**src/acd_pkg.sv**
```systemverilog
// Shared constants and types for the age counter cache directory.
package acd_pkg;

    localparam int ENTRIES  = 10;
    localparam int KEY_BITS = 64;
    localparam int KEY_W    = 64;
    localparam int IDX_W    = (ENTRIES > 1) ? $clog2(ENTRIES) : 1;
    localparam int AGE_W    = 14;
    localparam int SLOT_W   = 4;

    localparam logic [AGE_W-1:0] FRESH_AGE = AGE_W'(9999);

    localparam logic OP_LOOKUP = 1'b0;
    localparam logic OP_INSERT = 1'b1;

    // Token that walks down the row of cells, one cell per cycle.
    typedef struct packed {
        logic             active;
        logic             op;
        logic             found;
        logic [IDX_W-1:0] idx;
        logic [AGE_W-1:0] best_age;
        logic [IDX_W-1:0] best_idx;
    } scan_t;

    // Insert commit broadcast to every cell.
    typedef struct packed {
        logic             en;
        logic [IDX_W-1:0] victim;
    } upd_t;

endpackage

```
**src/acd_cell.sv**
```systemverilog
// One directory slot: valid, key and age, plus its stage of the scan chain.
module acd_cell (
    input  logic                          clk,
    input  logic                          rst_n,
    input  logic [acd_pkg::IDX_W-1:0]     cell_idx,
    input  logic [acd_pkg::KEY_BITS-1:0]  req_key,
    input  acd_pkg::scan_t                scan_in,
    output acd_pkg::scan_t                scan_out,
    input  acd_pkg::upd_t                 upd
);

    logic                          valid_reg;
    logic                          valid_next;
    logic [acd_pkg::AGE_W-1:0]     age_reg;
    logic [acd_pkg::AGE_W-1:0]     age_next;
    logic [acd_pkg::KEY_BITS-1:0]  key_reg;
    logic                          key_we;
    acd_pkg::scan_t                scan_reg;
    acd_pkg::scan_t                scan_next;
    logic                          is_victim;

    // scan stage: lookups take the first match, inserts the first empty slot,
    // otherwise track the smallest age below the fresh value
    always_comb
    begin
        scan_next = scan_in;
        if (scan_in.active)
        begin
            if (scan_in.op == acd_pkg::OP_LOOKUP)
            begin
                if (!scan_in.found && valid_reg && (key_reg == req_key))
                begin
                    scan_next.found = 1'b1;
                    scan_next.idx   = cell_idx;
                end
            end
            else if (!scan_in.found)
            begin
                if (!valid_reg)
                begin
                    scan_next.found = 1'b1;
                    scan_next.idx   = cell_idx;
                end
                else if (age_reg < scan_in.best_age)
                begin
                    scan_next.best_age = age_reg;
                    scan_next.best_idx = cell_idx;
                end
            end
        end
    end

    assign is_victim = upd.en && (upd.victim == cell_idx);
    assign key_we    = is_victim;

    always_comb
    begin
        valid_next = valid_reg;
        age_next   = age_reg;
        if (is_victim)
        begin
            valid_next = 1'b1;
            age_next   = acd_pkg::FRESH_AGE;
        end
        else if (upd.en && valid_reg && (age_reg != '0))
        begin
            age_next = age_reg - acd_pkg::AGE_W'(1);
        end
    end

    always_ff @(posedge clk or negedge rst_n)
    begin
        if (!rst_n)
        begin
            valid_reg <= 1'b0;
            age_reg   <= '0;
            scan_reg  <= '0;
        end
        else
        begin
            valid_reg <= valid_next;
            age_reg   <= age_next;
            scan_reg  <= scan_next;
        end
    end

    always_ff @(posedge clk)
    begin
        if (key_we)
        begin
            key_reg <= req_key;
        end
    end

    assign scan_out = scan_reg;

endmodule

```
**src/age_counter_cache_directory.sv**
```systemverilog
// Age counter cache directory: row of slot cells with a walking scan token.
// Requests run one at a time: a new one is taken only after the token of the last one has left
// the cell row and while no finished result is held in the pending register.
// A finished result may wait in the output register while the next request runs.
// Reset (rst_n, async low) empties all slots and zeroes all ages; keys are not cleared.
module age_counter_cache_directory (
    input  logic                       clk,
    input  logic                       rst_n,
    input  logic                       in_valid,
    output logic                       in_ready,
    input  logic                       operation,
    input  logic [acd_pkg::KEY_W-1:0]  key,
    output logic                       out_valid,
    input  logic                       out_ready,
    output logic                       hit,
    output logic [acd_pkg::SLOT_W-1:0] slot,
    output logic                       replaced
);

    localparam int N = acd_pkg::ENTRIES;

    logic                          busy_reg;
    logic                          busy_next;
    logic                          start_reg;
    logic                          op_reg;
    logic [acd_pkg::KEY_BITS-1:0]  key_reg;
    logic                          accept;

    acd_pkg::scan_t                scan_link [N+1];
    acd_pkg::scan_t                fin;
    acd_pkg::upd_t                 upd;

    logic                          res_hit;
    logic [acd_pkg::SLOT_W-1:0]    res_slot;
    logic                          res_replaced;
    logic [acd_pkg::IDX_W-1:0]     victim;

    logic                          pend_valid_reg;
    logic                          pend_valid_next;
    logic                          pend_hit_reg;
    logic [acd_pkg::SLOT_W-1:0]    pend_slot_reg;
    logic                          pend_replaced_reg;
    logic                          out_valid_reg;
    logic                          out_valid_next;
    logic                          out_hit_reg;
    logic [acd_pkg::SLOT_W-1:0]    out_slot_reg;
    logic                          out_replaced_reg;
    logic                          out_free;
    logic                          load_out_pend;
    logic                          load_out_fin;
    logic                          load_pend;

    assign in_ready = !busy_reg && !pend_valid_reg;
    assign accept   = in_valid && in_ready;

    always_ff @(posedge clk)
    begin
        if (accept)
        begin
            op_reg  <= operation;
            key_reg <= key[acd_pkg::KEY_BITS-1:0];
        end
    end

    // token enters cell 0 in the cycle after accept, once the request is latched
    always_comb
    begin
        scan_link[0]          = '0;
        scan_link[0].active   = start_reg;
        scan_link[0].op       = op_reg;
        scan_link[0].best_age = acd_pkg::FRESH_AGE;
    end

    for (genvar i = 0; i < N; i++)
    begin : g_cell
        acd_cell u_cell (
            .clk      (clk),
            .rst_n    (rst_n),
            .cell_idx (acd_pkg::IDX_W'(i)),
            .req_key  (key_reg),
            .scan_in  (scan_link[i]),
            .scan_out (scan_link[i+1]),
            .upd      (upd)
        );
    end

    assign fin = scan_link[N];

    // full directory: every slot valid, best_idx is slot 0 if none below fresh age
    always_comb
    begin
        victim       = fin.found ? fin.idx : fin.best_idx;
        upd.en       = fin.active && (fin.op == acd_pkg::OP_INSERT);
        upd.victim   = victim;
        if (fin.op == acd_pkg::OP_INSERT)
        begin
            res_hit      = 1'b0;
            res_slot     = acd_pkg::SLOT_W'(victim);
            res_replaced = !fin.found;
        end
        else
        begin
            res_hit      = fin.found;
            res_slot     = fin.found ? acd_pkg::SLOT_W'(fin.idx) : '0;
            res_replaced = 1'b0;
        end
    end

    always_comb
    begin
        busy_next = busy_reg;
        if (accept)
        begin
            busy_next = 1'b1;
        end
        else if (fin.active)
        begin
            busy_next = 1'b0;
        end
    end

    assign out_free      = !out_valid_reg || out_ready;
    assign load_out_pend = pend_valid_reg && out_free;
    assign load_out_fin  = fin.active && out_free && !pend_valid_reg;
    assign load_pend     = fin.active && !load_out_fin;

    always_comb
    begin
        pend_valid_next = pend_valid_reg;
        if (load_pend)
        begin
            pend_valid_next = 1'b1;
        end
        else if (load_out_pend)
        begin
            pend_valid_next = 1'b0;
        end
        out_valid_next = out_valid_reg;
        if (load_out_pend || load_out_fin)
        begin
            out_valid_next = 1'b1;
        end
        else if (out_ready)
        begin
            out_valid_next = 1'b0;
        end
    end

    always_ff @(posedge clk or negedge rst_n)
    begin
        if (!rst_n)
        begin
            busy_reg       <= 1'b0;
            start_reg      <= 1'b0;
            pend_valid_reg <= 1'b0;
            out_valid_reg  <= 1'b0;
        end
        else
        begin
            busy_reg       <= busy_next;
            start_reg      <= accept;
            pend_valid_reg <= pend_valid_next;
            out_valid_reg  <= out_valid_next;
        end
    end

    always_ff @(posedge clk)
    begin
        if (load_pend)
        begin
            pend_hit_reg      <= res_hit;
            pend_slot_reg     <= res_slot;
            pend_replaced_reg <= res_replaced;
        end
        if (load_out_pend)
        begin
            out_hit_reg      <= pend_hit_reg;
            out_slot_reg     <= pend_slot_reg;
            out_replaced_reg <= pend_replaced_reg;
        end
        else if (load_out_fin)
        begin
            out_hit_reg      <= res_hit;
            out_slot_reg     <= res_slot;
            out_replaced_reg <= res_replaced;
        end
    end

    assign out_valid = out_valid_reg;
    assign hit       = out_hit_reg;
    assign slot      = out_slot_reg;
    assign replaced  = out_replaced_reg;

endmodule

```
**config.mk**
```make
export PLATFORM = sky130hd
export DESIGN_NAME = age_counter_cache_directory
export DESIGN_NICKNAME = d
export VERILOG_FILES = /design/src/acd_pkg.sv /design/src/acd_cell.sv /design/src/age_counter_cache_directory.sv
export SDC_FILE = /design/constraint.sdc
export NUM_CORES = 2
export LEC_CHECK = 0
export BUFFER_PORTS_ARGS = -buffer_cell sky130_fd_sc_hd__buf_2
export CORE_MARGIN = 3
export CORE_UTILIZATION = 50
export CTS_CLUSTER_DIAMETER = 80
export DETAILED_ROUTE_END_ITERATION = 12
export PLACE_DENSITY = 0.73
export SLEW_MARGIN = 15
export SYNTH_ARGS = -nofsm -noshare
export SYNTH_HDL_FRONTEND = slang
export SYNTH_SLANG_ARGS = --single-unit
```
**constraint.sdc**
```tcl
create_clock -name clk -period 4.2 [get_ports clk]
set_input_delay 0.63 -clock clk [delete_from_list [all_inputs] [get_ports clk]]
set_output_delay 0.63 -clock clk [all_outputs]
set_load 0.005 [all_outputs]
```
# [After elaboration in Yosys (flattened, before gate mapping)]
# Index checks and enable logic that the tools add are counted.
[classes] n_mux=116 eq_ne=19 reduce_logical=97 magnitude_cmp=10 addsub=10
[ops] op="$eq A64 B64 Y1" n=10
[ops] op="$mux W18" n=30
[ops] op="$mux W23" n=19
[ops] op="$mux W14" n=20
[ops] op="$mux W5" n=30
[ops] op="$reduce_bool A14 Y1" n=10
[ops] op="$sub A14 B1 Y14 const B" n=10
[ops] op="$lt A14 B14 Y1" n=9
[ops] op="$logic_and A1 B1 Y1" n=56
[ops] op="$reduce_bool A2 Y1" n=14
[ops] op="$mux W4" n=5
[ops] op="$eq A4 B3 Y1 const B" n=4
[ops] op="$logic_not A1 Y1" n=14
[ops] op="$lt A14 B14 Y1 const B" n=1
[ops] op="$mux W1" n=12
[ops] op="$eq A4 B2 Y1 const B" n=2
[ops] op="$eq A4 B4 Y1 const B" n=2
[ops] op="$eq A4 B1 Y1 const B" n=1
[ops] op="$logic_not A4 Y1" n=1
[ops] op="$logic_or A1 B1 Y1" n=2
[totals] word_cells=353 inputBits=69 regBits=1107

# [Depth between registers and ports, before layout]
[logic_depth] depth_word=7 mapped_depth=9

# [By module]
# From an unflattened synthesis, not the netlist that was laid out.
[unflattened] cells_unflattened=4643 hier_area_um2=55010.3
[by_module_without_submodules] mod="acd_cell at g_cell[4].u_cell ..." area_per_inst_um2=5457.7 instances=5 cells_per_inst=503
[by_module_without_submodules] mod="acd_cell at g_cell[1].u_cell ..." area_per_inst_um2=4941.0 instances=2 cells_per_inst=386
[by_module_without_submodules] mod="acd_cell at g_cell[9].u_cell" area_per_inst_um2=5512.8 instances=1 cells_per_inst=506
[by_module_without_submodules] mod="acd_cell at g_cell[0].u_cell" area_per_inst_um2=4854.7 instances=1 cells_per_inst=374
[by_module_without_submodules] mod="acd_cell at g_cell[3].u_cell" area_per_inst_um2=4792.1 instances=1 cells_per_inst=361
[by_module_without_submodules] mod="age_counter_cache_directory" area_per_inst_um2=2680.1 instances=1 cells_per_inst=115

# [Least setup slack after synthesis]
# No wires, ideal clock.
[synth_path] kind="reg2reg" startpoint="reg g_cell[9].u_cell.scan_reg (netlist bit g_cell[9].u_cell.scan_out[22])" endpoint="reg g_cell[6].u_cell.key_reg[0] (netlist name) (enable)" setup_ps=782 required_time_ps=3418 arrival_time_ps=2577 synth_period_minus_slack_ps=3360 slack_ps=840 stages_incl_launch_ff=7 path_buffers=2 path_cell_list="dfrtp_1 -> clkbuf_1 -> clkbuf_1 -> nor2_1 -> a22o_1 -> nand2_1 -> clkinv_1"
[synth_between] elab_chain_cells=3
[synth_lines] item="start, declared" line="acd_cell.sv:18" rtl="acd_pkg::scan_t scan_reg;"
[synth_lines] item="start signal, assigned" line="acd_cell.sv:83" rtl="scan_reg <= scan_next;"
[synth_lines] item="$mux W4" line="age_counter_cache_directory.sv:92" rtl="victim = fin.found ? fin.idx : fin.best_idx;"
[synth_lines] item="$eq A4 B3 Y1" line="acd_cell.sv:53" rtl="assign is_victim = upd.en && (upd.victim == cell_idx);"
[synth_lines] item="$logic_and A1 B1 Y1" line="acd_cell.sv:53"
[synth_lines] item="via g_cell[6].u_cell.is_victim" line="acd_cell.sv:20" rtl="logic is_victim;"
[synth_lines] item="end signal, assigned" line="acd_cell.sv:91" rtl="key_reg <= req_key;"
[synth_lines] item="end, declared" line="acd_cell.sv:16" rtl="logic [acd_pkg::KEY_BITS-1:0] key_reg;"
# The timed path passes the listed nets, and every way through them passes these cells.
# A chain may end at the register's enable or synchronous reset.

==> reports/results.tsv <==
stage	metric	value	unit
outcome	status	complete, no violations	
pwr	Pint	0.0208	W
synth	Avg Cell Area, Syn	13.8	um2
synth	Mapped Cells	3400	
floorplan	die area	97400	um2
synth	Post-Syn Nets	3598	
detailed_routing	Remaining DRCs	0	
global_routing	GRT met1 Usage	34.3	%
synth	FFs w/ async S/R, synth	33.4	%
critical_path	Worst Path Required	4730	ps
timing	setup TNS	0	ps
clock_network	Root Driver	clkbuf_16	
detailed_routing	Detailed Route WL	119000	um
timing	endpoints failing setup	0	
synth	Cell Area, Synth	46900	um2
timing	Final period util	84.3	%
timing	post-layout minimum cycle time	3540	ps
timing	normalized max-slew margin	29.3	%
synth	largest cells by area after synthesis	edfxtp_1 46%, dfrtp_1 19%, xnor2_1 6.1%, xor2_1 6.1%, ha_1 3.4%	
timing	worst slew pin tran	1050	ps
placed_design	Placer Congestion	0.915	
global_routing	grt ovf	0	
final_layout	fin util	57.9	%
critical_path	Slowest-stage cell, CP	a2111oi_0	
placed_design	Port Buffers	76	
critical_path	Worst Path Buf+Inv	2	
floorplan	Core Footprint	92400	um2
clock_network	CTS tree	yes	
synth	FF+latch count, synth	1077	
global_routing	grt met2 use	38.2	%
clock_network	Post-CTS Hold Buffers	0	
pwr	Logic pwr share	19.9	%
critical_path	worst-path cell chain	inv_1, nor3b_1, o2111ai_1, a2111oi_0, nor2_1, buf_4, mux2_2	
final_layout	number of diodes	0	
flow_run	Max Cap Viol	0	
floorplan	Die Y	312	um
timing	clock skew	39.9	ps
synth	Yosys cell types	73	
pwr	PD cells	559	nW/um2
floorplan	Ports	77	
detailed_routing	via count	28600	
final_layout	number of flip-flops in the largest register	640	
final_layout	share of cells above drive strength 1	14.1	%
global_routing	pin count of the biggest net entering global routing	114	
critical_path	cell family with most CP delay	compound AO/OA/AOI/OAI gates	
critical_path	Worst Setup End Kind	register	
pwr	Reg power frac	47.7	%
final_layout	nets	3851	
timing	Fin. Hold Viols	0	
synth	Main synth FF type	edfxtp_1	
critical_path	slowest stage delay, CP	840	ps
pwr	Static Leak	21.2	nW
synth	Synth top area share	45.9	%
clock_network	clock-pin slew on the worst setup and hold paths	60	ps
global_routing	first-pass GRT wire length	179000	um
clock_network	CTS buffer count	109	
critical_path	Crit Path Category	register to register	
global_routing	GR Util met3	5.33	%
timing	Max Slew Vio Count	0	
placed_design	post-DP HPWL	83100	um
pwr	Power Total	0.0299	W
clock_network	worst-skew pair later-pin latency	690	ps
clock_network	Clock Path Buffers	3	
detailed_routing	antenna-violating nets left	0	
detailed_routing	initial drt markers	3382	
critical_path	CP max FO	8	
final_layout	commonest non-fill, non-tap cells in the layout	717 x edfxtp_1, 360 x dfrtp_1, 326 x xnor2_1	
floorplan	die width	312	um
synth	largest area contributor in the netlist	edfxtp_1	
floorplan	Initial Util	50.7	%
pwr	sw frac	30.2	%
clock_network	TritonCTS Sinks	1077	
timing	RSZ-0062 raised after global routing	false	
critical_path	Worst setup SP type	register	
min_path	Hold Path Class	input port to asynchronous set/reset pin	
global_routing	initial antenna violation count	3	
placed_design	placed inst area	49800	um2
pwr	maximum vdd drop	0.439	mV
final_layout	commonest non-fill, non-tap cell in the layout	edfxtp_1	
detailed_routing	Avg Vias per Cell	5.73	
detailed_routing	WL/cell	23.8	um
clock_network	postcts setup bufs	0	
critical_path	Worst Path Arrival	4080	ps
clock_network	H-tree depth	3	
timing	fmax	282	MHz
pwr	Clk pwr share	32.4	%
global_routing	Overall Global Routing Usage	24.4	%
final_layout	design area	53400	um2
global_routing	Top Usage Layer GRT	met2	
global_routing	vias in the first global route	28600	
synth	Post-synth EDFFs	717	
floorplan	num rows	111	
pwr	Net Switching	0.00904	W
synth	synthesis warning total	0	
detailed_routing	TritonRoute pass-1 iters	6	
clock_network	post-CTS sizing	0	
synth	Seq/Total Area, Yosys	65.2	%
final_layout	Area Growth Syn to Fin	14.0	%
power groups by stage:
| stage | clock network [W] | logic, W | registers, W |
|---|---|---|---|
| after detailed placement | 0 | 0.00583 | 0.0145 |
| after global placement | 0 | 0.00570 | 0.0144 |
| after CTS | 0.00980 | 0.00591 | 0.0143 |
| after floorplan | 0 | 0.00399 | 0.0139 |
| final | 0.00967 | 0.00594 | 0.0143 |
| after global routing | 0.0102 | 0.00657 | 0.0144 |
synth_stat cells (all sizes together), types with 4 or more instances:
cell type    n
or2          8
o2111ai      6
dfrtp      360
a22o        15
a211o        5
xor2       324
o22ai       28
nand3b       7
a221oi      15
a2111o       4
edfxtp     717
o21ai       49
nor2       118
nand4      100
a2111oi     12
nor2b       24
a21o        32
nand2      143
or4         27
clkbuf      56
nor4       124
mux2i        9
ha         129
buf         27
and2        22
a21oi       54
nor3b        8
or3         43
and3        13
a41oi        4
xnor2      326
o211ai      18
a222oi       4
nand3       47
nor3        47
nor4b        8
o2bb2ai     14
inv        252
nand2b      46
mux2       109
cell families (layout without fill, tap and decap cells):
| kind of cell | Yosys count | count (layout) | synth area share [%] |
|---|---|---|---|
| flip-flops | 1077 | 1077 | 65.2 |
| AND/OR/NAND/NOR | 800 | 800 | 9.31 |
| XOR/XNOR | 650 | 650 | 12.1 |
| buffers and inverters | 336 | 680 | 2.73 |
| AO/OA/AOI/OAI | 290 | 290 | 4.38 |
| adder cells (fa/ha/maj) | 129 | 129 | 3.44 |
| multiplexers | 118 | 118 | 2.81 |
per-layer routing:
metal / routed length [um] / vias to the layer above
met3: 11700 / 238
met2: 54000 / 1253
met4: 3980 / 2
met5: 9 / -
met1: 49200 / 14300
li1: - / 12800
final cells by class:
cell class                      instances  area (um2)
Clock buffer                          151        3060
Clock inverter                         51         546
Fill cell                            7172       38900
Inverter                              253         957
Multi-Input combinational cell       1987       15000
Sequential cell                      1077       30500
Tap cell                             1243        1560
Timing Repair Buffer                  225        1730
through the flow:
stage	cells	worst slack [ps]	hold slack [ps]
floorplan	3400	840	334
global placement	4785	864	381
detailed placement	4785	818	386
CTS	4987	773	66.9
global route	4987	769	76.7
finish	4987	658	28.9
worst paths after layout:
path	from	end	cells past startpoint	slack, ps
max in group asynchronous	rst_n	g_cell[0].u_cell.age_reg[13]	2	3130
min	rst_n	g_cell[4].u_cell.scan_out[8]	1	30
max	g_cell[6].u_cell.valid_reg	g_cell[6].u_cell.scan_out[15]	7	660
min reg2reg	g_cell[4].u_cell.scan_out[24]	g_cell[5].u_cell.scan_out[24]	0	390
max reg2reg	g_cell[6].u_cell.valid_reg	g_cell[6].u_cell.scan_out[15]	7	660
min in group clk	key[56]	key_reg[56]	1	110
worst reg2reg max path, stage by stage (launching register included):
cell,delay (ps)
dfrtp_1,370
inv_1,70
nor3b_1,770
o2111ai_1,370
a2111oi_0,840
nor2_1,370
buf_4,290
mux2_2,320
Power figures use the tool's default switching activity.
